[src/rtl/core/bcdc_pkg.sv]
// Package for the two-digit seven-segment counter with temperature display.
// Types, register map, arithmetic constants and the segment decoder.
// No dependencies.
`default_nettype none

package bcdc_pkg;

    // Converter sample width
    localparam int ADC_BITS = 10;

    // Configuration field widths
    localparam int LIMIT_W  = 16;
    localparam int GAIN_W   = 10;
    localparam int OFFSET_W = 10;

    // Scaling: sample * gain, then divide by 1024 (shift)
    localparam int TEMP_DIVISOR = 1024;
    localparam int TEMP_SHIFT   = $clog2(TEMP_DIVISOR);
    localparam int PROD_W       = ADC_BITS + GAIN_W;

    // Temperature is kept to 8 bits; tens digit of 0..255 is 0..25
    localparam int TEMP_W  = 8;
    localparam int TENS_W  = 5;
    localparam int DIGIT_W = 4;

    // Divide by ten through reciprocal: x * 205 >> 11, exact for 0..255
    localparam int DIV10_MUL   = 205;
    localparam int DIV10_SHIFT = 11;
    localparam int DIV10_W     = TEMP_W + 8;

    localparam logic [DIGIT_W-1:0] DIGIT_MAX = 4'd9;

    // Register reset values
    localparam logic [LIMIT_W-1:0]  LIMIT_RESET  = 16'd1024;
    localparam logic [GAIN_W-1:0]   GAIN_RESET   = 10'd420;
    localparam logic [OFFSET_W-1:0] OFFSET_RESET = 10'd278;

    // APB
    localparam int APB_DATA_W = 32;
    localparam int APB_ADDR_W = 4;

    // Segment byte marker for the tens digit
    localparam logic [7:0] TENS_SELECT = 8'b0000_1000;

    // Register indexes
    typedef enum logic [1:0] {
        REG_PRESCALE_LIMIT = 2'd0,
        REG_TEMP_GAIN      = 2'd1,
        REG_TEMP_OFFSET    = 2'd2
    } reg_index_t;

    // Configuration passed to the datapath
    typedef struct packed {
        logic [LIMIT_W-1:0]  prescale_limit;
        logic [GAIN_W-1:0]   temp_gain;
        logic [OFFSET_W-1:0] temp_offset;
    } cfg_t;

    // Controller commands to the datapath
    typedef struct packed {
        logic accept;     // take the item, start multiply, step counter in counter mode
        logic scale;      // shift and subtract offset
        logic divide;     // tens digit by reciprocal
        logic load_out;   // form the segment byte
    } cmd_t;

    // Seven-segment pattern; anything above nine shows zero
    function automatic logic [7:0] digit_pattern(input logic [TENS_W-1:0] d);
        logic [7:0] p;
        unique case (d)
            5'd0:    p = 8'b1111_0011;
            5'd1:    p = 8'b0110_0000;
            5'd2:    p = 8'b1011_0101;
            5'd3:    p = 8'b1111_0100;
            5'd4:    p = 8'b0110_0110;
            5'd5:    p = 8'b1101_0110;
            5'd6:    p = 8'b1101_0111;
            5'd7:    p = 8'b0111_0000;
            5'd8:    p = 8'b1111_0111;
            5'd9:    p = 8'b1111_0110;
            default: p = 8'b1111_0011;
        endcase
        return p;
    endfunction

endpackage

`default_nettype wire

[src/rtl/core/bcdc_regs.sv]
// APB configuration registers: prescale limit, temperature gain and offset.
// Depends on bcdc_pkg.
`default_nettype none

module bcdc_regs
    import bcdc_pkg::*;
(
    input  wire logic                  clk,
    input  wire logic                  rst_n,
    input  wire logic                  psel,
    input  wire logic                  penable,
    input  wire logic                  pwrite,
    input  wire logic [APB_ADDR_W-1:0] paddr,
    input  wire logic [APB_DATA_W-1:0] pwdata,
    output logic      [APB_DATA_W-1:0] prdata,
    output logic                       pready,
    output cfg_t                       cfg
);

    logic [LIMIT_W-1:0]  limit_reg;
    logic [GAIN_W-1:0]   gain_reg;
    logic [OFFSET_W-1:0] offset_reg;
    reg_index_t          index;
    logic                wr_en;

    assign index  = reg_index_t'(paddr[3:2]);
    assign wr_en  = psel && penable && pwrite;
    assign pready = 1'b1;

    // Register writes; unknown index ignored
    always_ff @(posedge clk or negedge rst_n)
    begin
        if (!rst_n)
        begin
            limit_reg  <= LIMIT_RESET;
            gain_reg   <= GAIN_RESET;
            offset_reg <= OFFSET_RESET;
        end
        else if (wr_en)
        begin
            case (index)
                REG_PRESCALE_LIMIT: limit_reg  <= pwdata[LIMIT_W-1:0];
                REG_TEMP_GAIN:      gain_reg   <= pwdata[GAIN_W-1:0];
                REG_TEMP_OFFSET:    offset_reg <= pwdata[OFFSET_W-1:0];
                default:            ;
            endcase
        end
    end

    // Read mux
    always_comb
    begin
        case (index)
            REG_PRESCALE_LIMIT: prdata = APB_DATA_W'(limit_reg);
            REG_TEMP_GAIN:      prdata = APB_DATA_W'(gain_reg);
            REG_TEMP_OFFSET:    prdata = APB_DATA_W'(offset_reg);
            default:            prdata = '0;
        endcase
    end

    assign cfg.prescale_limit = limit_reg;
    assign cfg.temp_gain      = gain_reg;
    assign cfg.temp_offset    = offset_reg;

endmodule

`default_nettype wire

[src/rtl/core/bcdc_ctrl.sv]
// Controller: sequences accept, scale, divide and output load for each item.
// Owns the input stall and the output valid. Depends on bcdc_pkg.
`default_nettype none

module bcdc_ctrl
    import bcdc_pkg::*;
(
    input  wire logic clk,
    input  wire logic rst_n,
    input  wire logic in_valid,
    output logic      in_stall,
    output logic      out_valid,
    input  wire logic out_stall,
    output cmd_t      cmd
);

    typedef enum logic [3:0] {
        ST_IDLE  = 4'b0001,
        ST_SCALE = 4'b0010,
        ST_DIV   = 4'b0100,
        ST_FMT   = 4'b1000
    } state_t;

    state_t state_reg, state_next;
    logic   out_valid_reg, out_valid_next;
    logic   out_free;

    assign out_free  = !out_valid_reg || !out_stall;
    assign in_stall  = (state_reg != ST_IDLE);
    assign out_valid = out_valid_reg;

    // Next state and commands
    always_comb
    begin
        state_next   = state_reg;
        cmd.accept   = 1'b0;
        cmd.scale    = 1'b0;
        cmd.divide   = 1'b0;
        cmd.load_out = 1'b0;
        unique case (state_reg)
            ST_IDLE:
            begin
                if (in_valid)
                begin
                    cmd.accept = 1'b1;
                    state_next = ST_SCALE;
                end
            end
            ST_SCALE:
            begin
                cmd.scale  = 1'b1;
                state_next = ST_DIV;
            end
            ST_DIV:
            begin
                cmd.divide = 1'b1;
                state_next = ST_FMT;
            end
            ST_FMT:
            begin
                // wait until the output register can take the item
                if (out_free)
                begin
                    cmd.load_out = 1'b1;
                    state_next   = ST_IDLE;
                end
            end
        endcase
    end

    // Output valid
    always_comb
    begin
        priority if (cmd.load_out)
            out_valid_next = 1'b1;
        else if (!out_stall)
            out_valid_next = 1'b0;
        else
            out_valid_next = out_valid_reg;
    end

    always_ff @(posedge clk or negedge rst_n)
    begin
        if (!rst_n)
        begin
            state_reg     <= ST_IDLE;
            out_valid_reg <= 1'b0;
        end
        else
        begin
            state_reg     <= state_next;
            out_valid_reg <= out_valid_next;
        end
    end

endmodule

`default_nettype wire

[src/rtl/core/bcdc_dp.sv]
// Datapath: prescaler, decimal counter, temperature scaling, digit split and
// segment decode. Driven by bcdc_ctrl commands. Depends on bcdc_pkg.
`default_nettype none

module bcdc_dp
    import bcdc_pkg::*;
(
    input  wire logic                clk,
    input  wire logic                rst_n,
    input  wire cmd_t                cmd,
    input  wire cfg_t                cfg,
    input  wire logic                show_temperature,
    input  wire logic [ADC_BITS-1:0] adc_sample,
    output logic      [7:0]          segment_byte
);

    // Control state
    logic [LIMIT_W-1:0] prescale_reg, prescale_next;
    logic [DIGIT_W-1:0] units_reg, units_next;
    logic [DIGIT_W-1:0] tens_cnt_reg, tens_cnt_next;
    logic               units_turn_reg;

    // Payload pipeline
    logic               mode_reg;
    logic [PROD_W-1:0]  prod_reg;
    logic [TEMP_W-1:0]  temp_reg;
    logic [TENS_W-1:0]  tens_reg;
    logic [7:0]         seg_reg;

    logic [PROD_W-1:0]  prod_next;
    logic [TEMP_W-1:0]  temp_next;
    logic [DIV10_W-1:0] div_prod;
    logic [TEMP_W-1:0]  units_wide;
    logic [TENS_W-1:0]  show_units;
    logic [TENS_W-1:0]  show_tens;
    logic [7:0]         seg_next;

    // Counter step, counter mode only
    always_comb
    begin
        prescale_next = prescale_reg;
        units_next    = units_reg;
        tens_cnt_next = tens_cnt_reg;
        if (prescale_reg == cfg.prescale_limit)
        begin
            prescale_next = '0;
            if (units_reg >= DIGIT_MAX)
            begin
                units_next = '0;
                if (tens_cnt_reg >= DIGIT_MAX)
                    tens_cnt_next = '0;
                else
                    tens_cnt_next = tens_cnt_reg + 1'b1;
            end
            else
            begin
                units_next = units_reg + 1'b1;
            end
        end
        else
        begin
            prescale_next = prescale_reg + 1'b1;
        end
    end

    always_ff @(posedge clk or negedge rst_n)
    begin
        if (!rst_n)
        begin
            prescale_reg   <= '0;
            units_reg      <= '0;
            tens_cnt_reg   <= '0;
            units_turn_reg <= 1'b1;
        end
        else
        begin
            if (cmd.accept && !show_temperature)
            begin
                prescale_reg <= prescale_next;
                units_reg    <= units_next;
                tens_cnt_reg <= tens_cnt_next;
            end
            if (cmd.load_out)
                units_turn_reg <= !units_turn_reg;
        end
    end

    // Full-width product of sample and gain
    assign prod_next = PROD_W'(adc_sample) * PROD_W'(cfg.temp_gain);

    // Divide by 1024, subtract offset, keep low 8 bits
    assign temp_next = prod_reg[TEMP_SHIFT +: TEMP_W] - cfg.temp_offset[TEMP_W-1:0];

    // Tens by reciprocal multiply
    assign div_prod = DIV10_W'(temp_reg) * DIV10_W'(DIV10_MUL);

    // Units as remainder
    assign units_wide = temp_reg - TEMP_W'(tens_reg) * TEMP_W'(4'd10);

    // Digit selection and decode
    always_comb
    begin
        if (mode_reg)
        begin
            show_units = units_wide[TENS_W-1:0];
            show_tens  = tens_reg;
        end
        else
        begin
            show_units = TENS_W'(units_reg);
            show_tens  = TENS_W'(tens_cnt_reg);
        end
        if (units_turn_reg)
            seg_next = digit_pattern(show_units);
        else
            seg_next = digit_pattern(show_tens) | TENS_SELECT;
    end

    // Payload registers
    always_ff @(posedge clk)
    begin
        if (cmd.accept)
        begin
            mode_reg <= show_temperature;
            prod_reg <= prod_next;
        end
        if (cmd.scale)
            temp_reg <= temp_next;
        if (cmd.divide)
            tens_reg <= div_prod[DIV10_SHIFT +: TENS_W];
        if (cmd.load_out)
            seg_reg <= seg_next;
    end

    assign segment_byte = seg_reg;

endmodule

`default_nettype wire

[src/rtl/core/bcd_counter_temp_7seg_mux_unit.sv]
// Two-digit seven-segment counter with temperature display.
// Each item is multiplied at acceptance, then scaled, divided by ten and
// formatted; format waits while the previous result is held.
// The controller's four-state sequence stalls the input until the previous item is formatted.
// Reset (rst_n, async, active low): counter and prescaler zero, units digit
// first, registers at prescale_limit 1024, temp_gain 420, temp_offset 278.
`default_nettype none

module bcd_counter_temp_7seg_mux_unit
    import bcdc_pkg::*;
(
    input  wire logic                  clk,
    input  wire logic                  rst_n,
    // Input channel
    input  wire logic                  in_valid,
    output logic                       in_stall,
    input  wire logic                  show_temperature,
    input  wire logic [ADC_BITS-1:0]   adc_sample,
    // Output channel
    output logic                       out_valid,
    input  wire logic                  out_stall,
    output logic      [7:0]            segment_byte,
    // Configuration
    input  wire logic                  psel,
    input  wire logic                  penable,
    input  wire logic                  pwrite,
    input  wire logic [APB_ADDR_W-1:0] paddr,
    input  wire logic [APB_DATA_W-1:0] pwdata,
    output logic      [APB_DATA_W-1:0] prdata,
    output logic                       pready
);

    cfg_t cfg;
    cmd_t cmd;

    bcdc_regs u_regs (
        .clk     (clk),
        .rst_n   (rst_n),
        .psel    (psel),
        .penable (penable),
        .pwrite  (pwrite),
        .paddr   (paddr),
        .pwdata  (pwdata),
        .prdata  (prdata),
        .pready  (pready),
        .cfg     (cfg)
    );

    bcdc_ctrl u_ctrl (
        .clk       (clk),
        .rst_n     (rst_n),
        .in_valid  (in_valid),
        .in_stall  (in_stall),
        .out_valid (out_valid),
        .out_stall (out_stall),
        .cmd       (cmd)
    );

    bcdc_dp u_dp (
        .clk              (clk),
        .rst_n            (rst_n),
        .cmd              (cmd),
        .cfg              (cfg),
        .show_temperature (show_temperature),
        .adc_sample       (adc_sample),
        .segment_byte     (segment_byte)
    );

endmodule

`default_nettype wire

[config.mk]
export PLATFORM = sky130hd
export DESIGN_NAME = bcd_counter_temp_7seg_mux_unit
export DESIGN_NICKNAME = d
export VERILOG_FILES = /design/src/rtl/core/bcdc_pkg.sv /design/src/rtl/core/bcdc_regs.sv /design/src/rtl/core/bcdc_ctrl.sv /design/src/rtl/core/bcdc_dp.sv /design/src/rtl/core/bcd_counter_temp_7seg_mux_unit.sv
export SDC_FILE = /design/constraint.sdc
export NUM_CORES = 1
export LEC_CHECK = 0
export ABC_AREA = 1
export BUFFER_PORTS_ARGS = -buffer_cell sky130_fd_sc_hd__buf_2
export CAP_MARGIN = 20
export CELL_PAD_IN_SITES_DETAIL_PLACEMENT = 0
export CELL_PAD_IN_SITES_GLOBAL_PLACEMENT = 1
export CORE_MARGIN = 2
export CORE_UTILIZATION = 35
export CTS_CLUSTER_SIZE = 28
export DETAILED_ROUTE_END_ITERATION = 16
export PLACE_DENSITY_LB_ADDON = 0.1
export SETUP_SLACK_MARGIN = 0.02
export SYNTH_ARGS = -nofsm -noshare
export SYNTH_HDL_FRONTEND = slang
export SYNTH_HIERARCHICAL = 1
export SYNTH_SLANG_ARGS = --single-unit
[constraint.sdc]
create_clock -name clk -period 6.93 [get_ports clk]
set_input_delay 1.0395 -clock clk [delete_from_list [all_inputs] [get_ports clk]]
set_output_delay 1.0395 -clock clk [all_outputs]
set_load 0.1 [all_outputs]
### Yosys cells after proc, flatten, opt, wreduce, memory -nomap -nowiden

Memories as Yosys holds them, arrays and structs flattened.
Cells that the tools add are included.

* input port bits: 54
* register bits after elaboration: 106
* word-level logic and storage cells: 73
* memories: 2
* output and inout bits: 43
* ROM bits: 224

Memory list
* (no name shown): depth 16, width 7, rd ports 1, clocked after Yosys merged registers in 0, write ports 0, RTL line bcdc_pkg.sv:70 `unique case (d)`
* (no name shown): depth 16, width 7, rd ports 1, clocked after Yosys merged registers in 0, write ports 0, RTL line bcdc_pkg.sv:70

* equal/unequal tests: 11
* add/sub/neg operators: 5
* $mul: 3
* multiplexer cells: 20
* reductions and logical operators: 15
* $lt $le $gt $ge: 2

Operator list (count)
* $pmux 16 s3: 1
* $mux 8: 3
* $mul 10x10->18: 1
* $add 16x1->16 const B: 1
* $eq 16x16->1: 1
* $mul 8x8->16 const B: 1
* $mux 16: 1
* $mux 4: 4
* $pmux 4 s4: 1
* $mux 5: 2
* $reduce_and 2->1: 5
* $add 4x1->4 const B: 2
* $ge 4x4->1 const B: 2
* $mux 1: 8
* $sub 8x8->8: 1
* $mul 5x3->4 const B: 1
* $sub 5x5->5: 1
* $eq 4x1->1 const B: 1
* $eq 4x2->1 const B: 1
* $eq 4x3->1 const B: 1
* $eq 4x4->1 const B: 1
* $logic_not 1->1: 4
* $ne 2x1->1 const B: 2
* $ne 4x1->1 const B: 1
* other kinds (7): 9

### Depth between registers and ports, before layout

Gate-level depths: netlist of the first run.
An unclocked memory read counts as a cell.

* depth in word-level cells: 6
* mapped depth: 21
* mapped depth without buffers: 20

### Hierarchy

The synthesis of the first run kept the hierarchy.

Modules (own cells, without submodules)
* bcdc_dp: cells an instance 1147, area each 8406.8 µm², sequential area each 1527.7 µm², instances 1
* bcdc_regs: cells an instance 238, area each 1806.7 µm², sequential area each 912.1 µm², instances 1
* bcdc_ctrl: cells an instance 34, area each 284.0 µm², sequential area each 126.4 µm², instances 1

### Least setup slack after synthesis of the first run

OpenSTA, ideal clock, no wires.

* kind: in2reg
* from: input adc_sample[5]
* to: register u_dp.prod_reg[13] (data pin)
* library setup time: 252 ps
* path buffers: 1
* cell stages on the path: 20
* path slack: 1524 ps
* data required time: 6678 ps
* arrival: 5153 ps
* cell sequence: clkbuf_1 nand2_1 fa_1 inv_1 fa_1 inv_1 fa_1 inv_1 fa_1 inv_1 fa_1 inv_1 ha_1 a21oi_1 a21boi_0 nor2_1 nor2_1 nand2_1 nand2_1 nand2_1

* longest elaborated chain between the ends: 1

Ends and longest elaborated chain
* start: declaration: RTL line bcd_counter_temp_7seg_mux_unit.sv:18 `input wire logic [ADC_BITS-1:0] adc_sample,`
* $mul 10x10->18: RTL line bcdc_dp.sv:89 `assign prod_next = PROD_W'(adc_sample) * PROD_W'(cfg.temp_gain);`
* net u_dp.prod_next[13]: RTL line bcdc_dp.sv:30 `logic [PROD_W-1:0] prod_next;`
* end signal: assignment: RTL line bcdc_dp.sv:125 `prod_reg <= prod_next;`
* end: declaration: RTL line bcdc_dp.sv:25 `logic [PROD_W-1:0] prod_reg;`

The timed path passes the listed nets, and every way through them passes these cells.
A chain may end at the register's enable or synchronous reset.

### Worst setup path in the final report of the first run

Ends and elaborated chain as after synthesis.

==> reports/results.ini, run 1 <==
[run_status]
run_status=completed

[finish]
areaGrowthSynthToFinish_pct=8.07
diodes=0
finish.net_count=1696
most_common_cell_after_layout_fill_and_taps_aside=sky130_fd_sc_hd__nand2_1
post_route_cells_drive_above_1_share_pct=9.65
mostFrequentLayoutCells=472 x sky130_fd_sc_hd__nand2_1, 274 x sky130_fd_sc_hd__inv_1, 113 x sky130_fd_sc_hd__ha_1

[timing]
period_needed_ns=5.35
worst_pin_slew_ns=0.922
timing.final.crit_share_pct=77.2
timing.slew.headroom_pct=38.3
clock-skew-final_ns=0.0164
rsz0062_at_grt=false
clock.fmax_mhz=187
slew_violations=0
fin_setup_tns_ns=0
report.final.hold_viol_count=0
timing.final.ws_setup_ns=1.58
final-setup-viol-count=0

[clock_tree]
cts_root_buf=sky130_fd_sc_hd__clkbuf_16
post-cts-setup-buffer-count=0
cts-htree-levels=3
clk-insertion-delay-late_ns=0.35
clk_pin_slew_ns=0.08
cts_repair_resize_count=0
total_clock_buffers_created_by_cts=9
clkSinkCount=96
cts_buffer_depth=2
hold_buffers=0
cts_tree=built

[floorplan]
floorplan.initialDensity_pct=35.5
die-width_um=177
die_area_sq_um=31400
std_cell_rows=63
pin_count=97
chipHeight_um=177
fp.coreArea_sq_um=29600

[power]
power.leakage_uw=0.00655
worst_ir_drop_vdd_v=0.000319
powerDensity_nw_per_um2=527

[worst_hold_path]
hold_class=reg2reg
min_to=u_regs/offset_reg[8]
min_delay_path_depth=2
min-delay-start=u_regs/offset_reg[8]

[synthesis]
synth-edff-count=30
synth.yosys.seq_area_share_pct=24.4
postSynth.topFlopCell=sky130_fd_sc_hd__dfrtp_1
ys_ff_latch=96
synth_cell_types=44
syn_area_per_cell_sq_um=7.40
synth_area_sq_um=10500
number_of_standard_cells_after_synthesis=1419
synthesis.yosys.warnings=6
asyncSetResetFlopFracSynth_pct=68.8

[place]
gp_routability_congestion=0.826
place_hpwl_mm=21.2
dpl_worst_slack_ns=1.25
buffer_ports.inserted=61

[setup_path]
cp.arrival_ns=5.44
critical_path.slowest_cell=sky130_fd_sc_hd__fa_1
regToRegEndpoint=u_dp/prod_reg[13]
cp.required_ns=7.03
reg2reg_setup_slack_ns=1.79
worst_r2r_startpoint=u_regs/gain_reg[2]
worst-path-max-fanout=10
setup.worst_path.start_class=primary input
cell_depth_of_the_worst_flop_to_flop_path=19
worstPathCellList=buf_2 > nand2_1 > fa_1 > inv_1 > fa_1 > inv_1 > fa_1 > inv_1 > fa_1 > inv_1 > fa_1 > inv_1 > ha_1 > a21oi_1 > a21boi_0 > nor2_1 > nor2_1 > nand2_1 > nand2_1 > nand2_1
critical_path.endpoint_type=register
critical_path_class=in2reg
critical-path-max-stage-delay_ns=0.55

[detailed_routing]
viasPerCell=4.53
drt_iter0_markers=516
route.final.wire_length_mm=26.2
route.antenna.remaining_nets=0
routed-via-count=8390
wl_per_cell_um=14.2
drc=0
drt_first_pass_iters=5

[global_route]
grt_pass1_wl_mm=43.7
antenna_found_initial=0
grt_pass1_vias=8322
grtUsageTotal_pct=17.6
grt.overflow.total=0
grt_start_max_net_pins=67

[flow_run]
maxCapViolations=0

power breakdown:
| part | internal, uW | switching, uW |
|---|---|---|
| clock network | 282 | 231 |
| registers | 850 | 199 |
| logic | 1620 | 2800 |
area by class of cell:
class,instances,area [sq um]
fillers,3182,18200
multi-input cells,1001,6610
flip-flops and latches,96,2570
inverters,286,1070
well taps,390,488
repair buffers,62,315
clock buffers,10,229
clock inverters,6,66.3
how the worst max path moves through the flow:
stage | from | to | slack [ns]
after floorplan | adc_sample[5] | u_dp/prod_reg[13] | 1.52
after CTS | adc_sample[5] | u_dp/prod_reg[13] | 1.60
after detailed placement | adc_sample[5] | u_dp/prod_reg[13] | 1.25
after global routing | adc_sample[0] | u_dp/prod_reg[16] | 1.27
final | adc_sample[5] | u_dp/prod_reg[13] | 1.58
after global placement | adc_sample[5] | u_dp/prod_reg[13] | 1.26
through the flow:
step / cell area [sq um] / utilization, % / power, uW / cells / hold slack, ns
finish: 11300 / 38.4 / 5980 / 1851 / 0.468
floorplan: 10600 / - / 4480 / 1434 / 0.442
detailed placement: 11000 / 37.4 / 5550 / 1835 / 0.456
CTS: 11300 / 38.4 / 6110 / 1851 / 0.468
global route: 11300 / 38.4 / 6830 / 1851 / 0.479
global placement: 11000 / 37.4 / 5580 / 1835 / 0.453
cell usage after synthesis, drive strengths merged (2+ instances only):
| master | instances | share of area (%) |
|---|---|---|
| a21o | 3 | 0.21 |
| a21oi | 28 | 1.3 |
| a31oi | 2 | 0.12 |
| and2 | 2 | 0.12 |
| buf | 33 | 2.3 |
| clkbuf | 18 | 0.64 |
| clkinv | 2 | 0.072 |
| conb | 2 | 0.072 |
| dfrtp | 55 | 13 |
| dfstp | 11 | 2.8 |
| edfxtp | 30 | 8.6 |
| fa | 73 | 14 |
| ha | 113 | 13 |
| inv | 284 | 10 |
| nand2 | 485 | 18 |
| nand3 | 66 | 3.6 |
| nand4 | 23 | 1.4 |
| nor2 | 88 | 3.8 |
| nor3 | 13 | 0.67 |
| nor4 | 2 | 0.12 |
| o211ai | 2 | 0.14 |
| o21a | 3 | 0.21 |
| o21ai | 33 | 1.6 |
| o21bai | 5 | 0.36 |
| or2 | 2 | 0.12 |
| xnor2 | 15 | 1.3 |
| xor2 | 21 | 1.8 |
worst max-delay path: cells and delay by family:
| family | cells | cell delay (ns) |
|---|---|---|
| fa+ha+maj | 6 | 2.87 |
| compound gates | 2 | 0.54 |
| simple gates | 6 | 0.49 |
| buf+inv | 6 | 0.47 |
metal layers:
metal | wire length (um) | GRT usage (%) | up-vias
met4 | 183 | 2.65 | 0
met3 | 568 | 2.02 | 15
met1 | 13300 | 25.1 | 3914
met5 | 0 | 0 | -
li1 | - | - | 4361
met2 | 12200 | 29.0 | 100
cell families (layout without fill, tap and decap cells):
| family | after synthesis | count (layout) | synth area share, % |
|---|---|---|---|
| flops | 96 | 96 | 24.4 |
| other cells | 2 | 17 | 0.0715 |
| compound gates | 80 | 80 | 4.31 |
| buf+inv | 337 | 364 | 13.2 |
| xor+xnor | 36 | 36 | 3.00 |
| fa+ha+maj | 186 | 186 | 27.4 |
| simple gates | 682 | 682 | 27.6 |
No activity file was read; power rests on OpenSTA's default activity.
==> run 2: changes to the inputs <==
- clock period: 6.93 -> 5.48 ns (I/O delays scaled with it)
==> run 2 against run 1 <==
Net effect: global-route usage increased by 0.25 points; flip-flop and latch count unchanged; first-iteration DRC count decreased by 28%; critical path depth unchanged; hold slack improved by 0.011 ns; combinational power increased by 29%; via count increased by 1.4%; clock power increased by 18%; utilization increased by 0.36 points; total power increased by 27%; die area unchanged; clock skew decreased by 0.0013 ns; critical endpoint unchanged; largest power group unchanged.
==> reports/results.ini, run 2 (synthesis results as in run 1) <==
[power]
worst_ir_drop_vdd_v=0.000467  ; +47%
internal_power_uw=3490  ; +27%
powerDensity_nw_per_um2=664  ; +26%
netSwitchingFraction_pct=54.2  ; +0.14 points
netSwitchingPower_uw=4120  ; +27%
power.leakage_uw=0.00662  ; +1.0%
pwr-share-seq_pct=17.0  ; -0.5 points
comb_power_share_pct=75.0  ; +1.1 points
clockPowerShare_pct=7.9  ; -0.7 points
total_power_uw=7610  ; +27%

[setup_path]
critical_path.slowest_cell=sky130_fd_sc_hd__fa_1
worstPathCellList=buf_2 > nand2_1 > fa_1 > inv_1 > fa_1 > inv_1 > fa_1 > inv_1 > fa_1 > inv_1 > fa_1 > inv_1 > ha_1 > a21oi_1 > a21boi_0 > nor2_1 > nor2_1 > nand2_1 > nand2_1 > nand2_1
setup.worst_path.start_class=primary input
cp.arrival_ns=5.17  ; -0.27 ns
critical-path-max-stage-delay_ns=0.54  ; about the same
worst-path-max-fanout=5  ; -5
cp.required_ns=5.58  ; -1.45 ns
critical_path_class=in2reg
critical_path.n_buffers_inverters=6  ; unchanged
critical_path.endpoint_type=register
cp_top_family=adder cells

[detailed_routing]
wl_per_cell_um=14.3  ; +0.69%
viasPerCell=4.56  ; +0.50%
drc=0  ; unchanged
route.final.wire_length_mm=26.6  ; +1.6%
drt_iter0_markers=372  ; -28%
drt_first_pass_iters=4  ; -1
route.antenna.remaining_nets=0  ; unchanged
routed-via-count=8509  ; +1.4%

[finish]
areaGrowthSynthToFinish_pct=9.08
mostFrequentLayoutCells=472 x sky130_fd_sc_hd__nand2_1, 274 x sky130_fd_sc_hd__inv_1, 113 x sky130_fd_sc_hd__ha_1
post_route_cells_drive_above_1_share_pct=10.6  ; +0.97 points
most_common_cell_after_layout_fill_and_taps_aside=sky130_fd_sc_hd__nand2_1
finish.net_count=1713  ; +1.0%
final_cell_utilization_of_the_core_pct=38.7  ; +0.36 points
diodes=0  ; unchanged

[timing]
finalHoldWorstSlack_ns=0.479  ; +0.0107 ns
timing.slew.headroom_pct=37.8  ; -0.53 points
timing.final.crit_share_pct=92.5
timing.final.ws_setup_ns=0.410  ; -1.17 ns
worst_pin_slew_ns=0.933  ; +0.0114 ns
clock-skew-final_ns=0.0151  ; -0.00128 ns
slew_violations=0  ; unchanged
clock.fmax_mhz=197
period_needed_ns=5.07
report.final.hold_viol_count=0  ; unchanged
final-setup-viol-count=0  ; unchanged
rsz0062_at_grt=false
fin_setup_tns_ns=0  ; unchanged

[run_status]
run_status=completed

[clock_tree]
clk-insertion-delay-late_ns=0.35  ; about the same
cts_buffer_depth=2  ; unchanged
clkSinkCount=96  ; unchanged
total_clock_buffers_created_by_cts=9  ; unchanged
cts_root_buf=sky130_fd_sc_hd__clkbuf_16
hold_buffers=0  ; unchanged
cts_repair_resize_count=0  ; unchanged
cts-htree-levels=3  ; unchanged
cts_tree=built
clk_pin_slew_ns=0.07  ; about the same
post-cts-setup-buffer-count=0  ; unchanged

[floorplan]
die-width_um=177  ; unchanged
std_cell_rows=63  ; unchanged
die_area_sq_um=31400  ; unchanged
chipHeight_um=177  ; unchanged
floorplan.initialDensity_pct=35.5  ; unchanged
pin_count=97  ; unchanged
fp.coreArea_sq_um=29600  ; unchanged

[global_route]
grt.overflow.total=0  ; unchanged
grt_pass1_wl_mm=44.0  ; +0.65%
antenna_found_initial=0  ; unchanged
grt_start_max_net_pins=67  ; unchanged
grtUsageTotal_pct=17.8  ; +0.25 points
grt_pass1_vias=8361  ; +0.47%

[place]
dpl_worst_slack_ns=0.0258  ; -1.22 ns
buffer_ports.inserted=61  ; unchanged
place_hpwl_mm=21.8  ; +3.1%
gp_routability_congestion=0.794  ; -3.9%

[flow_run]
maxCapViolations=0  ; unchanged

[worst_hold_path]
hold_class=reg2reg

==> run 2: final timing paths <==
path                                 startpoint  cells past startpoint               endpoint  slack, ns
setup / recovery                  adc_sample[6]                     20      u_dp/prod_reg[13]       0.41
hold / removal             u_regs/offset_reg[8]                      2   u_regs/offset_reg[8]       0.48
setup reg to reg             u_regs/gain_reg[2]                     19      u_dp/prod_reg[13]       0.42
hold reg to reg            u_regs/offset_reg[8]                      2   u_regs/offset_reg[8]       0.48
max in group asynchronous                 rst_n                      1   u_regs/offset_reg[3]       4.26
min in group asynchronous                 rst_n                      1  u_dp/prescale_reg[11]       0.59
==> run 2: tightest hold or removal path: cells and delay by family, from the launching register on <==
family	cells	cell delay (ns)
AND/OR/NAND/NOR	2	0.11
flip-flops	1	0.38
==> run 2: routing by layer <==
metal	share of wire, %	wire length, um	track usage, %	vias up
li1	-	-	-	4394
met1	48	12900	24.6	4000
met2	48	12900	30.3	103
met3	2.5	655	2.00	12
met4	0.78	208	3.13	0
met5	0	0	0	-
==> run 2: cell type report <==
type / count / area [sq um]
Clock buffer: 11 / 233
Sequential cell: 96 / 2570
Fill cell: 3168 / 18100
Clock inverter: 5 / 41.3
Multi-Input combinational cell: 1001 / 6610
Tap cell: 390 / 488
Inverter: 286 / 1070
Timing Repair Buffer: 79 / 443
==> run 2: power groups by stage <==
| stage | Clock, uW | Combinational, uW | Sequential [uW] |
|---|---|---|---|
| detailed placement | 0 | 5800 | 1320 |
| finish | 605 | 5710 | 1300 |
| CTS | 626 | 5840 | 1300 |
| global route | 656 | 6670 | 1330 |
| global placement | 0 | 5810 | 1320 |
| floorplan | 0 | 4400 | 1260 |
==> run 2: metrics by stage <==
| step | std cells | instance area [sq um] |
|---|---|---|
| after floorplan | 1434 | 10600 |
| after global placement | 1852 | 11200 |
| after detailed placement | 1852 | 11200 |
| after CTS | 1868 | 11500 |
| after global routing | 1868 | 11500 |
| final | 1868 | 11500 |
==> run 3: changes to the inputs <==
- BUFFER_PORTS_ARGS: -buffer_cell sky130_fd_sc_hd__buf_2 -> default
- DONT_BUFFER_PORTS: default -> 1
- HOLD_SLACK_MARGIN: default -> 0.05
==> run 3 against run 2 <==
Net effect: via count decreased by 3.6%; sequential power increased by 5%; clock-buffer cell count is 1 lower; combinational power is 2% lower; highest routed layer unchanged; clock power is 6.6% higher.
==> reports/results.ini, run 3 (synthesis results as in run 1) <==
[run_status]
run_status=completed

[setup_path]
worst-path-max-fanout=9  ; +4
cell_depth_of_the_worst_flop_to_flop_path=19  ; unchanged
critical_path_class=reg2reg
critical_path.endpoint_type=register
setup.worst_path.start_class=register
cp.required_ns=5.58  ; about the same
cp.arrival_ns=5.16  ; about the same

[clock_tree]
cts_repair_resize_count=0  ; unchanged
post-cts-setup-buffer-count=0  ; unchanged
total_clock_buffers_created_by_cts=9  ; unchanged
cts_tree=built
clk-insertion-delay-late_ns=0.35  ; about the same
cts-htree-levels=3  ; unchanged
clk_pin_slew_ns=0.07  ; about the same
cts_buffer_depth=2  ; unchanged
clkSinkCount=96  ; unchanged
hold_buffers=0  ; unchanged
cts_root_buf=sky130_fd_sc_hd__clkbuf_16

[flow_run]
maxCapViolations=0  ; unchanged

[detailed_routing]
routed-via-count=8200  ; -3.6%
viasPerCell=4.56  ; +0.12%
route.final.wire_length_mm=25.9  ; -2.8%
wl_per_cell_um=14.4  ; +1.0%
route.antenna.remaining_nets=0  ; unchanged
drt_first_pass_iters=5  ; +1
drc=0  ; unchanged
drt_iter0_markers=362  ; -2.7%

[finish]
areaGrowthSynthToFinish_pct=5.86
finish.instance_area_sq_um=11100  ; -2.9%
diodes=0  ; unchanged
most_common_cell_after_layout_fill_and_taps_aside=sky130_fd_sc_hd__nand2_1
final_cell_utilization_of_the_core_pct=37.6  ; -1.1 points
finish.net_count=1643  ; -4.1%
post_route_cells_drive_above_1_share_pct=6.68  ; -3.9 points
mostFrequentLayoutCells=472 x sky130_fd_sc_hd__nand2_1, 274 x sky130_fd_sc_hd__inv_1, 113 x sky130_fd_sc_hd__ha_1

[floorplan]
fp.coreArea_sq_um=29600  ; unchanged
die_area_sq_um=31400  ; unchanged
die-width_um=177  ; unchanged
chipHeight_um=177  ; unchanged
pin_count=97  ; unchanged
std_cell_rows=63  ; unchanged
floorplan.initialDensity_pct=35.5  ; unchanged

[timing]
clock.fmax_mhz=198  ; +0.14%
rsz0062_at_grt=false
final-setup-viol-count=0  ; unchanged
clock-skew-final_ns=0.0115  ; -0.00361 ns
report.final.hold_viol_count=0  ; unchanged
slew_violations=0  ; unchanged
fin_setup_tns_ns=0  ; unchanged
worst_pin_slew_ns=1.13  ; +0.198 ns
timing.final.ws_setup_ns=0.417  ; +0.00720 ns
period_needed_ns=5.06  ; -0.00720 ns
timing.final.crit_share_pct=92.4  ; -0.13 points
timing.slew.headroom_pct=24.4  ; -13 points

[power]
worst_ir_drop_vdd_v=0.000467  ; -0.16%
power.leakage_uw=0.00634  ; -4.2%
powerDensity_nw_per_um2=682  ; +2.7%

[global_route]
grt_pass1_vias=8171  ; -2.3%
grt_pass1_wl_mm=43.1  ; -2.0%
grt_start_max_net_pins=67  ; unchanged
grt.overflow.total=0  ; unchanged
antenna_found_initial=0  ; unchanged
grtUsageTotal_pct=17.4  ; -0.40 points

[place]
dpl_worst_slack_ns=0.296  ; +0.271 ns
buffer_ports.inserted=0  ; -100%
gp_routability_congestion=0.834  ; +5.1%
place_hpwl_mm=21.2  ; -2.6%
postPlaceCellArea_sq_um=10800  ; -3.2%

[worst_hold_path]
hold_class=in2async

## run 3: power breakdown
part           total [uW]  leakage [uW]  internal (uW)  switching (uW)
Clock                 645      0.000147            357             288
Combinational        5580       0.00512           2060            3520
Sequential           1360       0.00107           1080             285
Total                7580       0.00634           3490            4090
## run 3: layout make-up
| class | instances | area (sq um) |
|---|---|---|
| tap | 390 | 488 |
| multi-input combinational | 1001 | 6620 |
| timing repair buffer | 9 | 67.6 |
| inverter | 286 | 1070 |
| sequential | 96 | 2570 |
| fill | 3202 | 18400 |
| clock inverter | 6 | 67.6 |
| clock buffer | 10 | 229 |
## run 3: worst max-delay path, stage by stage, from the launching register on
cell,delay (ns)
sky130_fd_sc_hd__dfstp_2,0.68
sky130_fd_sc_hd__nand2_1,0.12
sky130_fd_sc_hd__fa_1,0.51
sky130_fd_sc_hd__inv_1,0.05
sky130_fd_sc_hd__fa_1,0.50
sky130_fd_sc_hd__inv_1,0.05
sky130_fd_sc_hd__fa_1,0.48
sky130_fd_sc_hd__inv_1,0.05
sky130_fd_sc_hd__fa_1,0.53
sky130_fd_sc_hd__inv_1,0.05
sky130_fd_sc_hd__fa_1,0.52
sky130_fd_sc_hd__inv_1,0.04
sky130_fd_sc_hd__ha_1,0.31
sky130_fd_sc_hd__a21oi_1,0.20
sky130_fd_sc_hd__a21boi_0,0.34
sky130_fd_sc_hd__nor2_1,0.08
sky130_fd_sc_hd__nor2_1,0.13
sky130_fd_sc_hd__nand2_1,0.07
sky130_fd_sc_hd__nand2_1,0.05
sky130_fd_sc_hd__nand2_1,0.05
## run 3: per-stage QoR
step,hold slack [ns],power [uW],std cells
detailed placement,0.463,7040,1782
floorplan,0.442,5670,1434
global route,0.142,8630,1798
CTS,0.146,7750,1798
finish,0.166,7580,1798
global placement,0.456,7100,1782
## run 3: worst paths after layout
kind                                      startpoint              endpoint  slack (ns)
worst max-delay path              u_regs/gain_reg[2]     u_dp/prod_reg[13]        0.42
worst min-delay path                           rst_n   u_ctrl/state_reg[1]        0.17
worst max register to register    u_regs/gain_reg[2]     u_dp/prod_reg[13]        0.42
worst min register to register  u_regs/offset_reg[8]  u_regs/offset_reg[8]        0.47
max in group asynchronous                      rst_n  u_regs/offset_reg[2]        5.07
min in group clk                u_regs/offset_reg[8]  u_regs/offset_reg[8]        0.47
## run 3: layer usage
layer / GRT usage [%] / wire [um] / up-vias
li1: - / - / 4254
met1: 23.3 / 12200 / 3835
met2: 30.2 / 12800 / 99
met3: 2.68 / 779 / 12
met4: 2.58 / 170 / 0
met5: 0 / 0 / -
